===== src/sv/prct_pkg.sv =====
// ----------------------------------------------------------------------------
// prct_pkg: shared types and constants of the page reference count table
// Request and result payloads, the internal command, operation and status
// codes, and the back end's state encoding.
// ----------------------------------------------------------------------------
package prct_pkg;

    localparam int ADDR_W      = 56;
    localparam int FIRST_W     = 36;
    localparam int END_W       = 37;
    localparam int COUNT_OUT_W = 8;
    localparam int IDX_MAX_W   = 20;
    localparam int CFG_DATA_W  = 64;
    localparam int CFG_ADDR_W  = 4;

    localparam logic [FIRST_W-1:0] FIRST_PAGE_RESET = 36'd0;
    localparam logic [END_W-1:0]   END_PAGE_RESET   = 37'd32768;

    // Register select is address bit 3: registers sit at byte addresses 0 and 8.
    localparam logic REG_FIRST_PAGE = 1'b0;
    localparam logic REG_END_PAGE   = 1'b1;

    typedef enum logic [1:0] {
        OP_REGISTER = 2'd0,
        OP_SHARE    = 2'd1,
        OP_RELEASE  = 2'd2,
        OP_QUERY    = 2'd3
    } t_op;

    typedef enum logic [1:0] {
        STAT_OK         = 2'd0,
        STAT_BAD_ADDR   = 2'd1,
        STAT_AT_MAX     = 2'd2,
        STAT_NOT_IN_USE = 2'd3
    } t_status;

    typedef struct packed {
        t_op               operation;
        logic [ADDR_W-1:0] page_address;
    } t_req;

    typedef struct packed {
        t_status                status;
        logic [COUNT_OUT_W-1:0] count_after;
        logic                   page_freed;
        logic                   is_shared;
    } t_rsp;

    typedef struct packed {
        t_op                  op;
        logic                 bad;
        logic [IDX_MAX_W-1:0] idx;
    } t_cmd;

    typedef enum logic [1:0] {
        BK_CLEAR = 2'd0,
        BK_IDLE  = 2'd1,
        BK_EXEC  = 2'd2
    } t_back_state;

endpackage


===== src/sv/prct_front.sv =====
// ----------------------------------------------------------------------------
// prct_front: request intake and address check
// Checks alignment and range of each request, turns the page number into a
// table index and holds the classified commands in a two-entry queue.
// ----------------------------------------------------------------------------
module prct_front #(
    parameter int PAGE_BITS = 12,
    parameter int MAX_PAGES = 32768
) (
    input  logic                          i_clk,
    input  logic                          i_rst_n,
    input  logic                          i_enable,
    input  logic                          i_push,
    output logic                          o_full,
    input  prct_pkg::t_req                i_req,
    input  logic [prct_pkg::FIRST_W-1:0]  i_first_page,
    input  logic [prct_pkg::END_W-1:0]    i_end_page,
    output logic                          o_q_empty,
    output prct_pkg::t_cmd                o_q_head,
    input  logic                          i_q_pop
);

    localparam int PN_W  = prct_pkg::ADDR_W - PAGE_BITS;
    localparam int CMP_W = PN_W + 1;
    localparam int IW    = $clog2(MAX_PAGES);

    logic [PN_W-1:0]  page_num;
    logic [CMP_W-1:0] page_ext;
    logic [CMP_W-1:0] first_ext;
    logic [CMP_W-1:0] end_ext;
    logic [CMP_W-1:0] diff;
    logic             misaligned;
    prct_pkg::t_cmd   cmd;

    prct_pkg::t_cmd   r_q [2];
    logic             r_wr_ptr;
    logic             r_rd_ptr;
    logic [1:0]       r_count;
    logic [1:0]       n_count;
    logic             push_ok;
    logic             pop_ok;

    always_comb begin
        page_num   = i_req.page_address[prct_pkg::ADDR_W-1:PAGE_BITS];
        page_ext   = CMP_W'(page_num);
        first_ext  = CMP_W'(i_first_page);
        end_ext    = CMP_W'(i_end_page);
        diff       = page_ext - first_ext;
        misaligned = |i_req.page_address[PAGE_BITS-1:0];
        cmd.op     = i_req.operation;
        cmd.bad    = misaligned || (page_ext < first_ext) || (page_ext >= end_ext) ||
                     (diff >= CMP_W'(MAX_PAGES));
        cmd.idx    = prct_pkg::IDX_MAX_W'(diff[IW-1:0]);
    end

    assign o_full    = !i_enable || (r_count == 2'd2);
    assign push_ok   = i_push && !o_full;
    assign pop_ok    = i_q_pop && (r_count != 2'd0);
    assign o_q_empty = (r_count == 2'd0);
    assign o_q_head  = r_q[r_rd_ptr];

    always_comb begin
        n_count = r_count;
        if (push_ok && !pop_ok) begin
            n_count = r_count + 2'd1;
        end else if (pop_ok && !push_ok) begin
            n_count = r_count - 2'd1;
        end
    end

    always_ff @(posedge i_clk) begin
        if (!i_rst_n) begin
            r_wr_ptr <= 1'b0;
            r_rd_ptr <= 1'b0;
            r_count  <= 2'd0;
        end else begin
            r_count <= n_count;
            if (push_ok) begin
                r_wr_ptr <= !r_wr_ptr;
            end
            if (pop_ok) begin
                r_rd_ptr <= !r_rd_ptr;
            end
        end
    end

    always_ff @(posedge i_clk) begin
        if (push_ok) begin
            r_q[r_wr_ptr] <= cmd;
        end
    end

`ifndef ASSERT_OFF
    a_count_range: assert property (@(posedge i_clk) disable iff (!i_rst_n)
        1'b1 |-> (r_count <= 2'd2))
        else $error("command queue holds more than two entries");

    a_no_push_while_clearing: assert property (@(posedge i_clk) disable iff (!i_rst_n)
        !i_enable |-> !push_ok)
        else $error("request taken while the table is being cleared");

    a_push_grows: assert property (@(posedge i_clk) disable iff (!i_rst_n)
        (push_ok && !pop_ok) |=> (r_count == $past(r_count) + 2'd1))
        else $error("queue count did not grow on a lone push");
`endif

endmodule


===== config.mk =====
export PLATFORM = sky130hd
export DESIGN_NAME = prct_front
export DESIGN_NICKNAME = d
export VERILOG_FILES = /design/src/sv/prct_pkg.sv /design/src/sv/prct_front.sv
export SDC_FILE = /design/constraint.sdc
export NUM_CORES = 1
export LEC_CHECK = 0
export BUFFER_PORTS_ARGS = -buffer_cell sky130_fd_sc_hd__buf_4
export CAP_MARGIN = 20
export CORE_MARGIN = 2
export CORE_UTILIZATION = 53
export DETAILED_ROUTE_END_ITERATION = 16
export PLACE_DENSITY = 0.8
export SYNTH_ARGS = -nofsm -noshare
export SYNTH_HDL_FRONTEND = slang
export SYNTH_SLANG_ARGS = --single-unit

===== constraint.sdc =====
create_clock -name i_clk -period 3.9 [get_ports i_clk]
set_input_delay 0.78 -clock i_clk [delete_from_list [all_inputs] [get_ports i_clk]]
set_output_delay 0.78 -clock i_clk [all_outputs]
set_load 0.02 [all_outputs]

==> results of run 1 <==
==> final cells by class <==
cell class | count | area share, %
clock buffer | 5 | 1.02
clock inverter | 3 | 0.612
inverter | 84 | 4.67
multi-input combinational | 502 | 53.6
sequential | 41 | 17.5
tap | 133 | 2.47
timing repair buffer | 181 | 20.1
==> worst paths after layout <==
kind	to	slack [ps]
max	r_q[0][15]	280
min	r_count[1]	560
max reg2reg	r_count[1]	2100
min reg2reg	r_count[1]	560
==> synth_stat cells (3+ instances only) <==
master	instances	area [sq um]
sky130_fd_sc_hd__a211oi_1	9	67.6
sky130_fd_sc_hd__a21boi_0	3	22.5
sky130_fd_sc_hd__a21o_1	9	67.6
sky130_fd_sc_hd__a21oi_1	56	280
sky130_fd_sc_hd__a221oi_1	4	35.0
sky130_fd_sc_hd__a41oi_1	4	35.0
sky130_fd_sc_hd__and2_1	8	50.1
sky130_fd_sc_hd__and3_1	6	37.5
sky130_fd_sc_hd__buf_4	5	37.5
sky130_fd_sc_hd__clkbuf_1	13	48.8
sky130_fd_sc_hd__dfxtp_1	5	100
sky130_fd_sc_hd__edfxtp_1	36	1080
sky130_fd_sc_hd__ha_1	74	926
sky130_fd_sc_hd__inv_1	84	315
sky130_fd_sc_hd__mux2_2	19	214
sky130_fd_sc_hd__mux2i_1	3	30.0
sky130_fd_sc_hd__nand2_1	57	214
sky130_fd_sc_hd__nand2b_1	9	56.3
sky130_fd_sc_hd__nand3_1	18	90.1
sky130_fd_sc_hd__nand4_1	17	106
sky130_fd_sc_hd__nor2_1	34	128
sky130_fd_sc_hd__nor2b_1	3	18.8
sky130_fd_sc_hd__nor3_1	14	70.1
sky130_fd_sc_hd__nor4_1	4	25.0
sky130_fd_sc_hd__o2111ai_1	4	35.0
sky130_fd_sc_hd__o211a_1	3	30.0
sky130_fd_sc_hd__o211ai_1	7	52.6
sky130_fd_sc_hd__o21a_1	11	82.6
sky130_fd_sc_hd__o21ai_0	42	210
sky130_fd_sc_hd__o22ai_1	3	18.8
sky130_fd_sc_hd__or3_1	6	37.5
sky130_fd_sc_hd__or4_1	4	30.0
sky130_fd_sc_hd__xnor2_1	11	96.3
sky130_fd_sc_hd__xor2_1	12	105
==> stage by stage <==
step	area (sq um)	total power, mW	util, %	worst slack [ps]
finish	6750	1.96	70.0	280
global route	6750	2.08	70.0	29.8
CTS	6750	1.96	70.0	316
detailed placement	6640	1.63	68.9	6.94
global placement	6640	1.60	68.9	70.0
floorplan	5210	1.23	-	358
==> flip-flops by register name, summed over array words and instances (netlist names), named ones only <==
name and flops:
r_wr_ptr 1, r_q 36, r_count 2, r_rd_ptr 1
==> logic make-up (layout without fill, tap and decap cells) <==
logic type / Yosys count / count (layout) / synth area share (%)
fa+ha+maj: 75 / 75 / 18.2
compound gates: 184 / 184 / 23.5
simple gates: 193 / 193 / 18.9
xor+xnor: 23 / 23 / 3.88
mux: 22 / 22 / 4.69
flops: 41 / 41 / 22.7
other cells: 1 / 5 / 0.0722
buf+inv: 105 / 273 / 7.99
==> power groups by stage <==
stage	clock network (mW)	registers, mW	logic, mW
final	0.327	0.598	1.03
after global routing	0.348	0.606	1.13
after CTS	0.334	0.600	1.03
after detailed placement	0	0.609	1.02
after global placement	0	0.605	0.998
after floorplan	0	0.574	0.651
==> routing by layer <==
metal | share of wire, % | wire length (microns) | global-route usage, % | up-vias
met1 | 41 | 6460 | 35.3 | 2561
met2 | 50 | 7830 | 51.7 | 223
met3 | 6.1 | 949 | 3.05 | 38
met4 | 2.5 | 384 | 10.8 | 0
li1 | - | - | - | 2704
met5 | 0 | 0 | 0 | -
==> critical path, stage by stage <==
cell and delay, ps:
sky130_fd_sc_hd__buf_4 110, sky130_fd_sc_hd__inv_1 70, sky130_fd_sc_hd__ha_1 170, sky130_fd_sc_hd__inv_1 60, sky130_fd_sc_hd__fa_1 400, sky130_fd_sc_hd__a21o_1 220
sky130_fd_sc_hd__a221oi_2 260, sky130_fd_sc_hd__nand4b_1 200, sky130_fd_sc_hd__a211oi_1 90, sky130_fd_sc_hd__nor3_1 270, sky130_fd_sc_hd__o21ai_0 180, sky130_fd_sc_hd__a211o_1 330
sky130_fd_sc_hd__a222oi_1 280, sky130_fd_sc_hd__nand4_1 200
==> cell usage in the layout, fill, tap and decap left out, types with 11 or more instances in the layout <==
cell and count:
sky130_fd_sc_hd__buf_4 181, sky130_fd_sc_hd__edfxtp_1 36, sky130_fd_sc_hd__nand4_1 17, sky130_fd_sc_hd__a21oi_1 56, sky130_fd_sc_hd__xnor2_1 11, sky130_fd_sc_hd__nor2_1 34, sky130_fd_sc_hd__ha_1 74, sky130_fd_sc_hd__o21a_1 11
sky130_fd_sc_hd__o21ai_0 42, sky130_fd_sc_hd__inv_1 84, sky130_fd_sc_hd__nor3_1 14, sky130_fd_sc_hd__xor2_1 12, sky130_fd_sc_hd__nand3_1 18, sky130_fd_sc_hd__mux2_2 19, sky130_fd_sc_hd__nand2_1 57
==> metrics.md, run 1 <==
| Metric | Value |
|---|---|
| Category of the most critical setup path | `input pin to flip-flop` |
| Core Region | `approximately 9600 sq um` |
| Net switching power | `between 0.7 and 0.8 mW` |
| RSZ-0062 raised after global routing | `no` |
| Number of cells in the design after placement | `roughly 940` |
| Total of buffers placed on input and output ports | `about 160` |
| Number of pins with negative max-slew slack in the final report | `0` |
| Static Leak | `roughly 3.2 nW` |
| Global-route wire length before repair | `24,200 microns` |
| Number of endpoints with negative hold slack in the final report | `0` |
| Area enclosed by the die boundary | `between 10,000 and 15,000 sq um` |
| Yosys warns | `0` |
| RR Startpoint | `r_count[1]` |
| Footprint of the flip-flops and latches | `1180 sq um` |
| Register share of total power | `30.5%` |
| Startpoint type of the worst setup path | `input pin` |
| 1st-pass router iterations | `5` |
| Synthesized area per cell | `8.07 sq um` |
| Peak Freq | `between 200 and 300 MHz` |
| Number of standard cells in the final layout excluding fillers | `949` |
| Num Clock Sinks | `just over 40` |
| Number of hold buffers added after CTS | `0` |
| Relative slew slack | `a little under half` |
| Final weighted congestion of routability-driven global placement | `around 0.96` |
| Total number of vias | `approximately 5,500` |
| Post-CTS Resized | `0` |
| Maximum number of buffers from clock root to sink | `2` |
| Routed len/inst | `roughly 16 microns` |
| Hold Crit Class | `flip-flop to flip-flop` |
| Initial core utilization | `a little over half` |
| Gate count after technology mapping | `around 640` |
| Cell area after technology mapping | `5200 sq um` |
| Post-detailed-routing wire length | `15,600 microns` |
| MaxCap Viol Count | `0` |
| Width of the die | `between 100 and 150 microns` |
| Via density per instance | `5.82` |
| Data required time at the worst endpoint | `3910 ps` |
| Max Fanout on Critical Path | `3` |
| Post-route minimum period | `3620 ps` |
| # fillers | `around 830` |
| Number of nets still failing antenna checks after routing | `0` |
| Worst hold stages | `2` |
| Clock-pin transition on the worst setup and hold timing paths | `80 ps` |
| Proportion of synthesized flip-flops having asynchronous set or reset | `0%` |
| Placed wire-length estimate | `about 13,000 microns` |
| Total area of multi-input combinational cells | `3620 sq um` |
| Critical Path AT | `between 3000 and 4000 ps` |
| Fraction of layout cells with a size suffix above 1 | `26.8%` |
| EDFF count, synth | `36` |
| Crit. Startpoint | `i_req[12]` |
| Final routed DRC violation total | `0` |
| DRC marker count from the first detailed-route iteration | `around 240` |
| Syn-to-layout area delta | `29.8%` |
| Clock Root Buffer | `sky130_fd_sc_hd__clkbuf_8` |
| Largest net degree at the start of global routing | `20` |
| Number of top-level pins | `between 150 and 200` |
| R2R cell count | `6` |
| Latest clock arrival within the worst-skew pair | `~290 ps` |
| TritonCTS clock tree | `built` |
| CTS Buf Count | `5` |
| Number of distinct standard cells referenced by the synthesized netlist | `approximately 70` |
| # nets final | `~1,000` |
| Slew @ Worst Pin | `slightly above 800 ps` |
| Overflow left after global routing | `0` |
| Net switching fraction of the power | `37.7%` |
| Global-route usage over all layers | `~29%` |
| Maximum level of the CTS H-tree | `2` |
| # rows | `36` |
| Setup TNS Final | `0 ps` |
| Number of storage elements in the synthesis netlist | `41` |
| Outcome | `completed` |
| Clock network power share | `between 10% and 20%` |
| Peak supply drop | `between 0.2 and 0.25 mV` |
| Seq/Total Area, Yosys | `about 23%` |
| Hold slack | `about 560 ps` |
| Number of buffers inserted by post-CTS setup repair | `0` |
| Antenna diode count | `0` |
| Initial antenna violation count | `0` |
| Die boundary height | `103 microns` |
| Internal power consumption | `1.22 mW` |
| Setup violators final | `0` |
| Vias in the first global route | `about 5,200` |
| Prevailing post-synth register cell | `sky130_fd_sc_hd__edfxtp_1` |
| Clock skew | `8.21 ps` |
| Share of the cycle needed by the critical path after routing | `92.8%` |
| Crit. End Element | `flip-flop` |
| Part of the total power dissipated in combinational logic | `a little over half` |
| Ratio of total power to cell area | `between 200 and 300 nW/um^2` |
| Start point of the worst min-delay path | `r_count[1]` |
(Power assumes the default switching activity.)
==> run 2: changes to the inputs <==
BUFFER_PORTS_ARGS = default   (was -buffer_cell sky130_fd_sc_hd__buf_4)
CORE_MARGIN = default   (was 2)
CORE_UTILIZATION = 55   (was 53)
DONT_BUFFER_PORTS = 1   (was default)
PLACE_DENSITY = 0.68   (was 0.8)
==> run 2 against run 1 <==
Net effect: hold slack got worse by 31 ps; flip-flop and latch count stayed put; highest routed layer unchanged; sequential power down 0.8%; critical endpoint unchanged; utilization fell by 11 points; clock power decreased by 17%.
==> metrics.md, run 2 (same netlist as run 1, synthesis figures left out) <==
| Metric | Value |
|---|---|
| Outcome | `completed (unchanged)` |
| Commonest cells after routing, fill and taps aside | `84 x sky130_fd_sc_hd__inv_1, 74 x sky130_fd_sc_hd__ha_1, 57 x sky130_fd_sc_hd__nand2_1 (was 181 x sky130_fd_sc_hd__buf_4, 84 x sky130_fd_sc_hd__inv_1, 74 x sky130_fd_sc_hd__ha_1)` |
| Post-route cell area | `5470 sq um (was 6750 sq um)` |
| Peak supply drop | `0.153 mV (was 0.206 mV)` |
| Final routed DRC violation total | `0 (unchanged)` |
| Net switching power | `0.677 mW (was 0.738 mW)` |
| Number of top-level pins | `161 (unchanged)` |
| Met1 capacity usage during global routing | `34.2% (was 35.3%)` |
| Met2 track utilization from global routing | `48.6% (was 51.7%)` |
| # nets final | `861 (was 1,026)` |
| # fillers | `887 (was 826)` |
| Relative slew slack | `44.9% (was 46.0%)` |
| Flip-flop count of the largest register after layout | `36 (unchanged)` |
| Hold Crit Class | `flip-flop to flip-flop (unchanged)` |
| Biggest register | `r_q (unchanged)` |
| Static Leak | `2.40 nW (was 3.19 nW)` |
| Area enclosed by the die boundary | `9840 sq um (was 10,600 sq um)` |
| Clock Root Buffer | `sky130_fd_sc_hd__clkbuf_8 (unchanged)` |
| Initial antenna violation count | `0 (unchanged)` |
| Setup violators final | `0 (unchanged)` |
| Number of pins with negative max-slew slack in the final report | `0 (unchanged)` |
| Worst-path cell with the longest stage delay | `sky130_fd_sc_hd__fa_1 (unchanged)` |
| Crit. End Element | `flip-flop (unchanged)` |
| Overflow left after global routing | `0 (unchanged)` |
| Critical-path cell list | `inv_1, ha_1, inv_1, fa_1, a21o_1, a221oi_2, nand4b_1, a211oi_1, nor3_2, o21ai_0, a211o_1, a222oi_1, nand4_1 (was buf_4, inv_1, ha_1, inv_1, fa_1, a21o_1, a221oi_2, nand4b_1, a211oi_1, nor3_1, o21ai_0, a211o_1, a222oi_1, nand4_1)` |
| TritonCTS clock tree | `built (unchanged)` |
| Die boundary height | `99.2 microns (was 103 microns)` |
| Number of endpoints with negative hold slack in the final report | `0 (unchanged)` |
| DRC marker count from the first detailed-route iteration | `213 (was 244)` |
| RSZ-0062 raised after global routing | `no (unchanged)` |
| Post-route minimum period | `3700 ps (was 3620 ps)` |
| Fraction of layout cells with a size suffix above 1 | `8.60% (was 26.8%)` |
| Via density per instance | `6.42 (was 5.82)` |
| Syn-to-layout area delta | `5.25% (was 29.8%)` |
| Area after DPL | `5370 sq um (was 6640 sq um)` |
| 1st-pass router iterations | `5 (unchanged)` |
| Register share of total power | `35.5% (was 30.5%)` |
| Maximum level of the CTS H-tree | `2 (unchanged)` |
| Number of standard cells in the final layout excluding fillers | `762 (was 949)` |
| Clock-pin transition on the worst setup and hold timing paths | `80 ps (about the same)` |
| Antenna diode count | `0 (unchanged)` |
| Maximum number of buffers from clock root to sink | `2 (unchanged)` |
| Number of nets still failing antenna checks after routing | `0 (unchanged)` |
| CTS Buf Count | `5 (unchanged)` |
| Category of the most critical setup path | `input pin to flip-flop (unchanged)` |
| Most common cell after layout, fill and taps aside | `sky130_fd_sc_hd__inv_1 (was sky130_fd_sc_hd__buf_4)` |
| Slew @ Worst Pin | `826 ps (was 811 ps)` |
| Largest registers | `r_q x36, r_count x2 (unchanged)` |
| Critical Path AT | `3700 ps (was 3630 ps)` |
| Routing layer with the top usage in global route | `met2 (unchanged)` |
| # rows | `35 (was 36)` |
| Number of cells in the design after placement | `754 (was 941)` |
| Width of the die | `99.2 microns (was 103 microns)` |
| Total number of vias | `4,893 (was 5,526)` |
| Ratio of total power to cell area | `305 nW/um^2 (was 290 nW/um^2)` |
| Max Fanout on Critical Path | `3 (unchanged)` |
| Part of the total power dissipated in combinational logic | `48.2% (was 52.8%)` |
| Net switching fraction of the power | `40.5% (was 37.7%)` |
| Internal power consumption | `0.994 mW (was 1.22 mW)` |
| Peak Freq | `270 MHz (was 276 MHz)` |
| Vias in the first global route | `4,551 (was 5,235)` |
| Hold slack | `526 ps (was 557 ps)` |
| Data required time at the worst endpoint | `3890 ps (was 3910 ps)` |
| Routed len/inst | `17.9 microns (was 16.5 microns)` |
| Placed wire-length estimate | `11,600 microns (was 13,300 microns)` |
| Latest clock arrival within the worst-skew pair | `290 ps (about the same)` |
| Crit path buffers/inverters | `2 (was 3)` |
| Global-route usage over all layers | `27.3% (was 28.8%)` |
| Routing usage on met3 | `4.08% (was 3.05%)` |
| Initial core utilization | `56.5% (was 53.9%)` |
| Global-route wire length before repair | `21,600 microns (was 24,200 microns)` |
| MaxCap Viol Count | `0 (unchanged)` |
| Core Region | `9200 sq um (was 9640 sq um)` |
| Share of the cycle needed by the critical path after routing | `94.9% (was 92.8%)` |
| Final weighted congestion of routability-driven global placement | `1.01 (was 0.960)` |
| Total of buffers placed on input and output ports | `0 (was 155)` |
| Clock network power share | `16.3% (was 16.7%)` |
| Startpoint type of the worst setup path | `input pin (unchanged)` |
| Most used cell, CP | `sky130_fd_sc_hd__inv_1 (unchanged)` |
| Slowest cell delay on critical path | `400 ps (about the same)` |
| Clock skew | `5.03 ps (was 8.21 ps)` |
| Largest delay share family, worst path | `compound AO/OA/AOI/OAI gates (unchanged)` |
| Num Clock Sinks | `41 (unchanged)` |
| Worst reg2reg setup slack | `2170 ps (was 2100 ps)` |
| Largest net degree at the start of global routing | `20 (unchanged)` |
| Post-detailed-routing wire length | `13,600 microns (was 15,600 microns)` |
-- run 2: cell types whose count changed in the layout (fill, tap and decap cells not counted) --
cell                        previous run  this run
sky130_fd_sc_hd__inv_6                 0         1
sky130_fd_sc_hd__bufinv_16             1         0
sky130_fd_sc_hd__nor3_1               14        13
sky130_fd_sc_hd__clkinv_4              0         1
sky130_fd_sc_hd__nor3_2                0         1
sky130_fd_sc_hd__buf_4               181        16
sky130_fd_sc_hd__clkinv_1              1         0
-- run 2: area by class of cell --
type,instances,area (sq um),share of cell area (%)
sequential,41,1180,21.6
clock buffer,5,68.8,1.26
inverter,84,315,5.76
tap,111,139,2.54
multi-input combinational,502,3620,66.2
clock inverter,3,25.0,0.457
timing repair buffer,16,120,2.20
-- run 2: final timing paths --
check,startpoint,cells after the start,to
worst max register to register,r_count[0],3,r_q[1][15]
worst max-delay path,i_req[12],13,r_q[0][15]
worst min register to register,r_count[1],2,r_count[1]
worst min-delay path,r_count[1],2,r_count[1]
-- run 2: worst register-to-register path: stages (launching register included) --
cell	delay (ps)
sky130_fd_sc_hd__dfxtp_1	430
sky130_fd_sc_hd__o211ai_1	140
sky130_fd_sc_hd__inv_1	100
sky130_fd_sc_hd__and2_1	670
-- run 2: what timing repair did --
action                     in CTS  in global routing
resized for setup               0                  1
hold buffers                    0                  0
setup buffers                   0                  0
setup endpoints to repair       0                  2
-- run 2: layer usage --
metal / share of wire (%) / up-vias
met1: 43 / 2311
li1: - / 2367
met2: 49 / 192
met5: 0 / -
met3: 6.5 / 23
met4: 1.7 / 0
-- run 2: power groups by stage --
stage	Clock, mW	Sequential, mW	Combinational, mW
final	0.272	0.593	0.806
after global routing	0.298	0.601	0.883
after CTS	0.281	0.594	0.800
after detailed placement	0	0.605	0.793
after global placement	0	0.603	0.783
after floorplan	0	0.574	0.651
-- run 2: stage by stage --
stage          power [mW]  setup TNS (ps)  setup slack (ps)  util (%)
2_1_floorplan        1.23               0               358         -
3_3_place_gp         1.39            -332              -166      58.4
4_1_cts              1.67               0               142      59.4
5_1_grt              1.78               0              16.2      59.5
6_report             1.67               0               197      59.5
3_5_place_dp         1.40            -286              -143      58.4
